$ cat src/hdl/pfair_pkg.sv
`default_nettype none

package pfair_pkg;

   // key square geometry
   localparam int SQ_DIM    = 5;
   localparam int LETTER_W  = 5;
   localparam int POS_W     = 3;
   localparam int CSR_IDX_W = 3;
   localparam int ROW_W     = SQ_DIM * LETTER_W;

   typedef logic [LETTER_W-1:0]               letter_type;
   typedef logic [POS_W-1:0]                  pos_type;
   typedef logic [SQ_DIM-1:0][LETTER_W-1:0]   row_type;

   localparam pos_type LAST_POS = pos_type'(SQ_DIM - 1);

   // register map: indexes below SQ_DIM select a square row
   localparam logic [CSR_IDX_W-1:0] CSR_ROW_LIMIT = CSR_IDX_W'(SQ_DIM);
   localparam logic [CSR_IDX_W-1:0] CSR_DIRECTION = CSR_IDX_W'(SQ_DIM);

   typedef enum logic {
      DIR_ENCRYPT = 1'b0,
      DIR_DECRYPT = 1'b1
   } dir_type;

   // identity square, cell (r,c) holds 5r+c
   localparam row_type SQUARE_RESET [SQ_DIM] = '{
      row_type'(25'd4294688),
      row_type'(25'd9706693),
      row_type'(25'd15118698),
      row_type'(25'd20530703),
      row_type'(25'd25942708)
   };

endpackage

`default_nettype wire

$ cat src/hdl/playfair_digraph_substitution.sv
`default_nettype none
// A request taken on start passes through two register stages before its result shows on rsp_*
//   (request register, result register).
// Throughput: one digraph per clock; busy is never raised and the receiver cannot stall.
// Reset (synchronous, active high): pipeline emptied, square back to identity, encrypt mode.
// Configuration writes are taken every cycle (csr_ready tied high) and act on later lookups.

module playfair_digraph_substitution
   import pfair_pkg::*;
(
   input  wire logic                   clock,
   input  wire logic                   reset,
   // request channel
   input  wire logic                   start,
   output logic                        busy,
   input  wire logic [LETTER_W-1:0]    req_first_letter,
   input  wire logic [LETTER_W-1:0]    req_second_letter,
   // result channel, one-cycle strobe
   output logic                        rsp_valid,
   output logic [LETTER_W-1:0]         rsp_out_first,
   output logic [LETTER_W-1:0]         rsp_out_second,
   // register write channel
   input  wire logic                   csr_valid,
   output logic                        csr_ready,
   input  wire logic [CSR_IDX_W-1:0]   csr_index,
   input  wire logic [ROW_W-1:0]       csr_wdata
);

   // ---------------------------------------------------------------
   // configuration registers
   // ---------------------------------------------------------------
   row_type    square_ff [SQ_DIM];
   dir_type    direction_ff;
   logic       csr_write;

   assign csr_ready = 1'b1;
   assign csr_write = csr_valid & csr_ready;

   always_ff @(posedge clock) begin
      if (reset) begin
         for (int r = 0; r < SQ_DIM; r++) begin
            square_ff[r] <= SQUARE_RESET[r];
         end
         direction_ff <= DIR_ENCRYPT;
      end else if (csr_write) begin
         if (csr_index < CSR_ROW_LIMIT) begin
            square_ff[csr_index] <= row_type'(csr_wdata);
         end else if (csr_index == CSR_DIRECTION) begin
            direction_ff <= dir_type'(csr_wdata[0]);
         end
      end
   end

   // ---------------------------------------------------------------
   // stage 1: request register
   // ---------------------------------------------------------------
   logic       req_take;
   logic       s1_valid_ff;
   letter_type s1_first_ff;
   letter_type s1_second_ff;

   assign busy     = 1'b0;
   assign req_take = start & ~busy;

   always_ff @(posedge clock) begin
      if (reset) begin
         s1_valid_ff <= 1'b0;
      end else begin
         s1_valid_ff <= req_take;
      end
      if (req_take) begin
         s1_first_ff  <= req_first_letter;
         s1_second_ff <= req_second_letter;
      end
   end

   // ---------------------------------------------------------------
   // stage 2: locate both letters, pick the substitute cells
   // ---------------------------------------------------------------
   pos_type    f_row, f_col, s_row, s_col;
   pos_type    fa_row, fa_col, sb_row, sb_col;
   logic       back;
   letter_type rsp_first_in;
   letter_type rsp_second_in;

   // step one position with wrap at the square edge
   function automatic pos_type step_pos(input pos_type pos, input logic go_back);
      pos_type res;
      if (go_back) begin
         res = (pos == '0) ? LAST_POS : pos - pos_type'(1);
      end else begin
         res = (pos == LAST_POS) ? '0 : pos + pos_type'(1);
      end
      return res;
   endfunction

   assign back = (direction_ff == DIR_DECRYPT);

   // scan in reverse so the first match in row-major order wins; no match lands on (0,0)
   always_comb begin
      f_row = '0;
      f_col = '0;
      s_row = '0;
      s_col = '0;
      for (int r = SQ_DIM - 1; r >= 0; r--) begin
         for (int c = SQ_DIM - 1; c >= 0; c--) begin
            if (square_ff[r][c] == s1_first_ff) begin
               f_row = pos_type'(r);
               f_col = pos_type'(c);
            end
            if (square_ff[r][c] == s1_second_ff) begin
               s_row = pos_type'(r);
               s_col = pos_type'(c);
            end
         end
      end
   end

   always_comb begin
      if (f_row != s_row && f_col != s_col) begin
         // rectangle: swap columns
         fa_row = f_row;
         fa_col = s_col;
         sb_row = s_row;
         sb_col = f_col;
      end else if (f_col == s_col) begin
         // same column (also identical letters): move down / up
         fa_row = step_pos(f_row, back);
         fa_col = f_col;
         sb_row = step_pos(s_row, back);
         sb_col = s_col;
      end else begin
         // same row: move right / left
         fa_row = f_row;
         fa_col = step_pos(f_col, back);
         sb_row = s_row;
         sb_col = step_pos(s_col, back);
      end
      rsp_first_in  = square_ff[fa_row][fa_col];
      rsp_second_in = square_ff[sb_row][sb_col];
   end

   // ---------------------------------------------------------------
   // result register
   // ---------------------------------------------------------------
   logic       rsp_valid_ff;
   letter_type rsp_first_ff;
   letter_type rsp_second_ff;

   always_ff @(posedge clock) begin
      if (reset) begin
         rsp_valid_ff <= 1'b0;
      end else begin
         rsp_valid_ff <= s1_valid_ff;
      end
      if (s1_valid_ff) begin
         rsp_first_ff  <= rsp_first_in;
         rsp_second_ff <= rsp_second_in;
      end
   end

   assign rsp_valid      = rsp_valid_ff;
   assign rsp_out_first  = rsp_first_ff;
   assign rsp_out_second = rsp_second_ff;

   // ---------------------------------------------------------------
   // checks
   // ---------------------------------------------------------------
   a_req_gives_rsp: assert property (@(posedge clock) disable iff (reset)
      req_take |=> ##1 rsp_valid)
      else $error("request did not produce a result two cycles later");

   a_no_extra_rsp: assert property (@(posedge clock) disable iff (reset)
      !req_take |=> ##1 !rsp_valid)
      else $error("result strobe without a request");

   a_stage_to_rsp: assert property (@(posedge clock) disable iff (reset)
      s1_valid_ff |=> (rsp_valid && rsp_out_first == $past(rsp_first_in)))
      else $error("result register lost stage data");

   a_double_letter: assert property (@(posedge clock) disable iff (reset)
      (s1_valid_ff && s1_first_ff == s1_second_ff) |=> rsp_out_first == rsp_out_second)
      else $error("identical letters gave different substitutes");

endmodule

`default_nettype wire
$ cat config.mk
export PLATFORM = sky130hd
export DESIGN_NAME = playfair_digraph_substitution
export DESIGN_NICKNAME = d
export VERILOG_FILES = /design/src/hdl/pfair_pkg.sv /design/src/hdl/playfair_digraph_substitution.sv
export SDC_FILE = /design/constraint.sdc
export NUM_CORES = 1
export LEC_CHECK = 0
export BUFFER_PORTS_ARGS = -buffer_cell sky130_fd_sc_hd__buf_2
export CAP_MARGIN = 0
export CELL_PAD_IN_SITES_DETAIL_PLACEMENT = 0
export CELL_PAD_IN_SITES_GLOBAL_PLACEMENT = 1
export CORE_MARGIN = 10
export CORE_UTILIZATION = 46
export CTS_CLUSTER_SIZE = 14
export DETAILED_ROUTE_END_ITERATION = 16
export PLACE_DENSITY_LB_ADDON = 0.12
export SLEW_MARGIN = 20
export SYNTH_ARGS = -nofsm -noshare
export SYNTH_HDL_FRONTEND = slang
export SYNTH_SLANG_ARGS = --single-unit
$ cat constraint.sdc
create_clock -name clock -period 4.25 [get_ports clock]
set_input_delay 0.85 -clock clock [delete_from_list [all_inputs] [get_ports clock]]
set_output_delay 0.85 -clock clock [all_outputs]
set_load 0.01 [all_outputs]
== Word-level counts from Yosys, hierarchy flattened ==
Memories as Yosys holds them, arrays and structs flattened.
Index checks and enable logic that the tools add are counted.

* Eq/ne operators: 58
* Muxes and demuxes: 131
* Reduce and logical (&&, ||, !) cells: 7
* Bitwise gates (word level): 1
* Multiply operators: 0
* Shift-type cells: 0
* $lt $le $gt $ge: 3
* Add/subtract/negate cells: 8
* Div/mod/pow operators: 0

{| class="wikitable"
|+ Operators with widths
! operator !! count
|-
| 3-bit two-way mux || 119
|-
| 5-bit equality test || 50
|-
| 5-bit binary-select mux with 3-bit select || 2
|-
| 25-bit two-way mux || 1
|-
| 25-bit OR reduction || 1
|-
| 3-bit equality test, second input constant || 5
|-
| 3-bit by 1-bit adder with 3-bit output, second input constant || 4
|-
| 3-bit zero test || 4
|-
| 3-bit by 1-bit subtractor with 3-bit output, second input constant || 4
|-
| 5-bit two-way mux || 2
|-
| 3-bit by 4-bit < comparator with 1-bit output, second input constant || 2
|-
| 1-bit two-way mux || 7
|-
| 3-bit != test || 2
|-
| 3-bit equality test || 1
|-
| 3-bit < comparator, second input constant || 1
|-
| 3-bit AND reduction || 1
|-
| 1-bit logical AND || 1
|-
| 1-bit inverter || 1
|}

* ROM bits: 0
* Output and inout bits: 13
* Latch bits: 0
* Flip-flop bits (word level): 23
* Bits of input ports: 42
* Memories: 1
* Memory bits (writable): 125
* Word-level logic and storage cells: 216

{| class="wikitable"
|+ Memories
! memory !! depth !! bits a word !! read ports !! clocked after memory_dff !! write ports !! RTL line !! RTL
|-
| square_ff || 5 || 25 || 7 || 0 || 5 || playfair_digraph_substitution.sv:32 || <nowiki>row_type square_ff [SQ_DIM];</nowiki>
|}

== Depth between registers and ports, before layout ==
An unclocked memory read counts as a cell.

* Depth in word-level cells: 35
* Gate-level depth with buffers: 24
* Mapped depth without buffers: 17

== Worst setup path before layout ==
Ideal clock, no wire load.

* Kind: register to register
* From: register s1_second_ff[0]
* To: register rsp_second_ff[3], in the netlist rsp_out_second[3], data pin
* Library setup time: 0.267 ns
* Path buffers: 6
* Setup slack: -0.382 ns
* Cell stages (with the launch flop): 23
* Arrival time: 4.365 ns
* Required time: 3.983 ns
* Clock period less this slack: 4.632 ns
* Path through: edfxtp_1 > buf_6 > buf_6 > buf_6 > xor2_1 > nor3_1 > nor4b_4 > o211ai_1 > a2111oi_4 > inv_1 > ha_1 > ha_1 > nor2b_1 > a211oi_1 > nand4_1 > and2_1 > buf_6 > buf_6 > buf_2 > a211oi_1 > a311oi_1 > a2111oi_0 > o32ai_1

* Word-level cells in the longest chain between the ends: 34
* Elaborated cells on any way between the ends: 99
* Classes of those cells: 4 x add/sub; 30 x eq/ne; 61 x mux; 3 x reduce/logical; 1 x memory

{| class="wikitable"
|+ Ends and longest elaborated chain
! item !! RTL line !! RTL
|-
| start: declaration || playfair_digraph_substitution.sv:60 || <nowiki>letter_type s1_second_ff;</nowiki>
|-
| start signal: assignment || playfair_digraph_substitution.sv:73 || <nowiki>s1_second_ff <= req_second_letter;</nowiki>
|-
| 5-bit equality test || playfair_digraph_substitution.sv:111 || <nowiki>if (square_ff[r][c] == s1_second_ff) begin</nowiki>
|-
| 3-bit two-way mux (25 in series) || playfair_digraph_substitution.sv:111 ||
|-
| 3-bit by 1-bit adder with 3-bit output (tied with other cells) || playfair_digraph_substitution.sv:92 || <nowiki>res = (pos == LAST_POS) ? '0 : pos + pos_type'(1);</nowiki>
|-
| 3-bit two-way mux, on equally long branches || playfair_digraph_substitution.sv:92, playfair_digraph_substitution.sv:90 ||
|-
| 3-bit two-way mux || playfair_digraph_substitution.sv:89 || <nowiki>if (go_back) begin</nowiki>
|-
| 3-bit two-way mux || playfair_digraph_substitution.sv:126 || <nowiki>end else if (f_col == s_col) begin</nowiki>
|-
| 3-bit two-way mux || playfair_digraph_substitution.sv:120 || <nowiki>if (f_row != s_row && f_col != s_col) begin</nowiki>
|-
| memory read 5 x 25 bit || n/a ||
|-
| 5-bit binary-select mux with 3-bit select (*) || playfair_digraph_substitution.sv:140 || <nowiki>rsp_second_in = square_ff[sb_row][sb_col];</nowiki>
|-
| 5-bit two-way mux (implied by the code) (*) || playfair_digraph_substitution.sv:140 ||
|-
| net rsp_second_in[3] || playfair_digraph_substitution.sv:84 || <nowiki>letter_type rsp_second_in;</nowiki>
|-
| end signal: assignment || playfair_digraph_substitution.sv:158 || <nowiki>rsp_second_ff <= rsp_second_in;</nowiki>
|-
| end: declaration || playfair_digraph_substitution.sv:148 || <nowiki>letter_type rsp_second_ff;</nowiki>
|}

The timed path passes the listed nets; every way through them passes the cells marked *. The select of a mux whose other input is x is not followed.
A chain may end at the register's enable or synchronous reset.

== Worst setup path in the final report ==
* From: register s1_second_ff[0]
* To: register rsp_second_ff[0], in the netlist rsp_out_second[0], data pin

The elaborated chain is that of the path after synthesis.

==> out/metrics.csv <==
metric;value;unit
outcome;complete, but fails checks;
violations;setup timing;
drt_iter0_drc;2093;
grt_max_degree;34;
arrival;5.18;ns
vias;16000;
p_clk_frac;0.123;
worst-r2r-cell-count;18;
num_io_pins;55;
instances_no_fill;2586;
die_area;43200;µm²
port_buffers;52;
cp.required;4.54;ns
htreeDepth;1;
coreArea;34700;µm²
clock.fmax;205;MHz
switching_power;7620;µW
crit_fanout;5;
clk_latency;0.57;ns
syn-instance-count;1614;
nNetsFinal;2167;
dr.pass1.iters;6;
seq_area_frac_synth;0.410;
initial_utilization;0.468;
first_global_vias;15200;
pwr-share-comb;0.704;
synthDistinctLibCells;93;
worstMarginPinSlew;1.01;ns
reg2reg_to;rsp_out_second[0]$_DFFE_PP_;
placed_cells;2463;
numCtsBuffers;25;
areaGrowthSynthToFinish;40.1;%
swShare;0.450;
synth_edf_count;220;
hold_ws;0.463;ns
critPathMaxStageDelay;0.60;ns
antenna_found_initial;2;
slew_viol_final;0;
syn_avg_cell_area;10.1;µm²
final.period_utilization;1.15;
setup_ws;-0.635;ns
die_width;208;µm
synth_seq_cells;223;
r2r_slack;-0.64;ns
path_common_cell;buf_4;
netlist_area;16300;µm²
r2r-start;s1_second_ff[0]$_DFFE_PP_;
ant_nets;0;
grt_pass1_wl;106000;µm
finalCriticalPeriod;4.89;ns
leakagePower;0.00924;µW
hold_path_end;s1_second_ff[4]$_DFFE_PP_;
clock_skew;0.0134;ns
hold_path_startpoint;req_second_letter[4];
wirelength;75300;µm
routed_via_density;6.17;
pwr-share-seq;0.173;
clk_pin_slew;0.06;ns
clock-sinks;223;
powerDensity;744;nW/µm²
p_int;9300;µW
hold_viol_final;0;
cts_tree;done;
cts_buffer_depth;3;
rsz0062_at_grt;yes;
place_congestion;1.06;
post-dp-hpwl;55300;µm
ir_worst_vdd;585;µV
cts-root-buf;clkbuf_16;
endpoint_kind;flop;
drv_cap;0;
startpoint_type;flop;
crit_slowest_cell;or4b_4;
avgRoutedWirePerCell;29.1;µm
crit_chain;buf_12, buf_8, xnor2_4, nand3_2, nor3_4, or4b_4, nor4bb_4, and2b_2, buf_4, xnor2_4, and3_4, buf_4, a41oi_1, and3_2, nand2b_1, buf_4, a311oi_2, o41ai_2;
ctsHoldBuffers;0;
cp_num_buf_inv;5;
holdPathStages;1;
hold_class;primary input to flop;
drive_above_1_share;0.351;
path_class;flop to flop;
drc;0;
synthArstFlopShare;0;
setup_viol;10;
ys_warn_count;0;
grt_usage;0.331;
overflow;0;
crit_family;simple AND/OR/NAND/NOR gates;
die_h;208;µm
rows;68;
slew_headroom;0.328;
ys_dominant_reg_cell;edfxtp_1;
## placed cells by master, fill, tap and decap left out, types with 11 or more instances in the layout
cell type  synthesis  routed
buf_4             21     379
edfxtp_1         220     220
nand2_1          169     165
xnor2_1          134     123
xor2_1           124     113
conb_1             2      77
a21oi_1           75      70
and2_1            64      57
nand3_1           68      56
mux2i_1           62      56
buf_2             32      52
nand2b_1          48      48
buf_12             0      42
nor2_1            40      38
buf_6             16      33
inv_1             33      31
nor3_1            48      29
and3_1            36      29
a211oi_1          46      28
clkbuf_16          0      26
a311oi_1          29      22
or3_1             18      18
a211oi_2           0      18
a21boi_0          18      18
a22o_1            17      16
nand4_1           15      15
a31oi_1           17      15
nor3_2             3      14
o21ai_0           13      13
a211o_1           12      12
ha_1              13      11
## registers in the layout, summed over array words and instances (netlist names)
name	cells
s1_valid_ff	1
rsp_valid	1
s1_second_ff	5
rsp_out_first	5
square_ff	200
rsp_out_second	5
s1_first_ff	5
back	1
## repair_timing
action                                  4_1_cts  5_1_grt
pin swaps                                    66       34
endpoints found under the setup margin       10       10
gates cloned                                  6        1
resized for setup                           152       89
buffers inserted                             40       34
## cell usage after synthesis, types with 8 or more instances
cell type  number  area share
or3_1          18      0.0069
ha_1           13       0.010
xor2_1        124       0.067
a311oi_1       29       0.016
nand2_1       169       0.039
edfxtp_1      220        0.41
and4_1          8      0.0043
a21boi_0       18      0.0083
buf_2          32      0.0099
a211oi_1       46       0.021
a211o_1        12      0.0065
nand3_1        68       0.021
nand2b_1       48       0.018
nor2_1         40      0.0092
buf_4          21      0.0097
nor3_1         48       0.015
o211ai_1        9      0.0042
a31oi_1        17      0.0065
a22o_1         17      0.0092
o21ai_0        13      0.0040
and3_1         36       0.014
and2_1         64       0.025
mux2_2         10      0.0069
clkbuf_1       41      0.0095
xnor2_1       134       0.072
mux2i_1        62       0.038
inv_1          33      0.0076
nand4_1        15      0.0058
a21oi_1        75       0.023
buf_6          16       0.011
## metrics by stage
step	setup TNS (ns)	total power (µW)	cell area, µm²	setup slack, ns	util
6_report	-5.84	16900	22800	-0.635	0.656
4_1_cts	-4.37	15900	22000	-0.507	0.634
3_5_place_dp	-9.31	12500	20000	-1.24	0.577
2_1_floorplan	-1.69	8050	16600	-0.351	-
5_1_grt	-6.80	17500	22800	-0.738	0.656
3_3_place_gp	-8.90	12500	20000	-1.12	0.577
## worst max-delay path by stage
| stage | start | endpoint | slack, ns | depth (start not counted) |
|---|---|---|---|---|
| after global placement | s1_second_ff[0]$_DFFE_PP_ | rsp_out_second[0]$_DFFE_PP_ | -1.12 | 20 |
| after global routing | s1_second_ff[0]$_DFFE_PP_ | rsp_out_second[1]$_DFFE_PP_ | -0.74 | 21 |
| after floorplan | s1_second_ff[0]$_DFFE_PP_ | rsp_out_second[4]$_DFFE_PP_ | -0.35 | 21 |
| final | s1_second_ff[0]$_DFFE_PP_ | rsp_out_second[0]$_DFFE_PP_ | -0.64 | 18 |
| after detailed placement | s1_second_ff[1]$_DFFE_PP_ | rsp_out_second[0]$_DFFE_PP_ | -1.24 | 20 |
| after CTS | s1_second_ff[0]$_DFFE_PP_ | rsp_out_second[0]$_DFFE_PP_ | -0.51 | 20 |
## per-layer routing
| layer | vias to the layer above | track usage | routed length (µm) |
|---|---|---|---|
| li1 | 6864 | - | - |
| met1 | 7816 | 0.448 | 30100 |
| met2 | 1039 | 0.497 | 32700 |
| met3 | 235 | 0.0674 | 8110 |
| met4 | 0 | 0.154 | 4390 |
| met5 | - | 0 | 0 |
## cell families (layout without fill, tap and decap cells)
| kind of cell | Yosys count | count (layout) | synth area share |
|---|---|---|---|
| buf+inv | 153 | 593 | 0.0515 |
| simple gates | 560 | 561 | 0.184 |
| xor+xnor | 261 | 261 | 0.142 |
| fa+ha+maj | 13 | 13 | 0.0100 |
| compound gates | 326 | 326 | 0.151 |
| flops | 223 | 223 | 0.410 |
| mux | 76 | 76 | 0.0507 |
| other cells | 2 | 78 | 0.000462 |
## power groups by stage
stage                     clock network, µW  logic [µW]  registers, µW
after floorplan                           0        5150           2900
after global placement                    0        9500           2960
after detailed placement                  0        9520           2950
after CTS                              2100       10900           2920
after global routing                   2190       12300           2930
final                                  2080       11900           2930
## final cells by class
class	instances	area [µm²]
Antenna cell	1	2.50
Clock buffer	30	644
Clock inverter	15	121
Fill cell	2837	11900
Inverter	34	128
Multi-Input combinational cell	1314	10100
Sequential cell	223	6670
Tap cell	455	569
Timing Repair Buffer	514	4510
(Power assumes the default switching activity.)
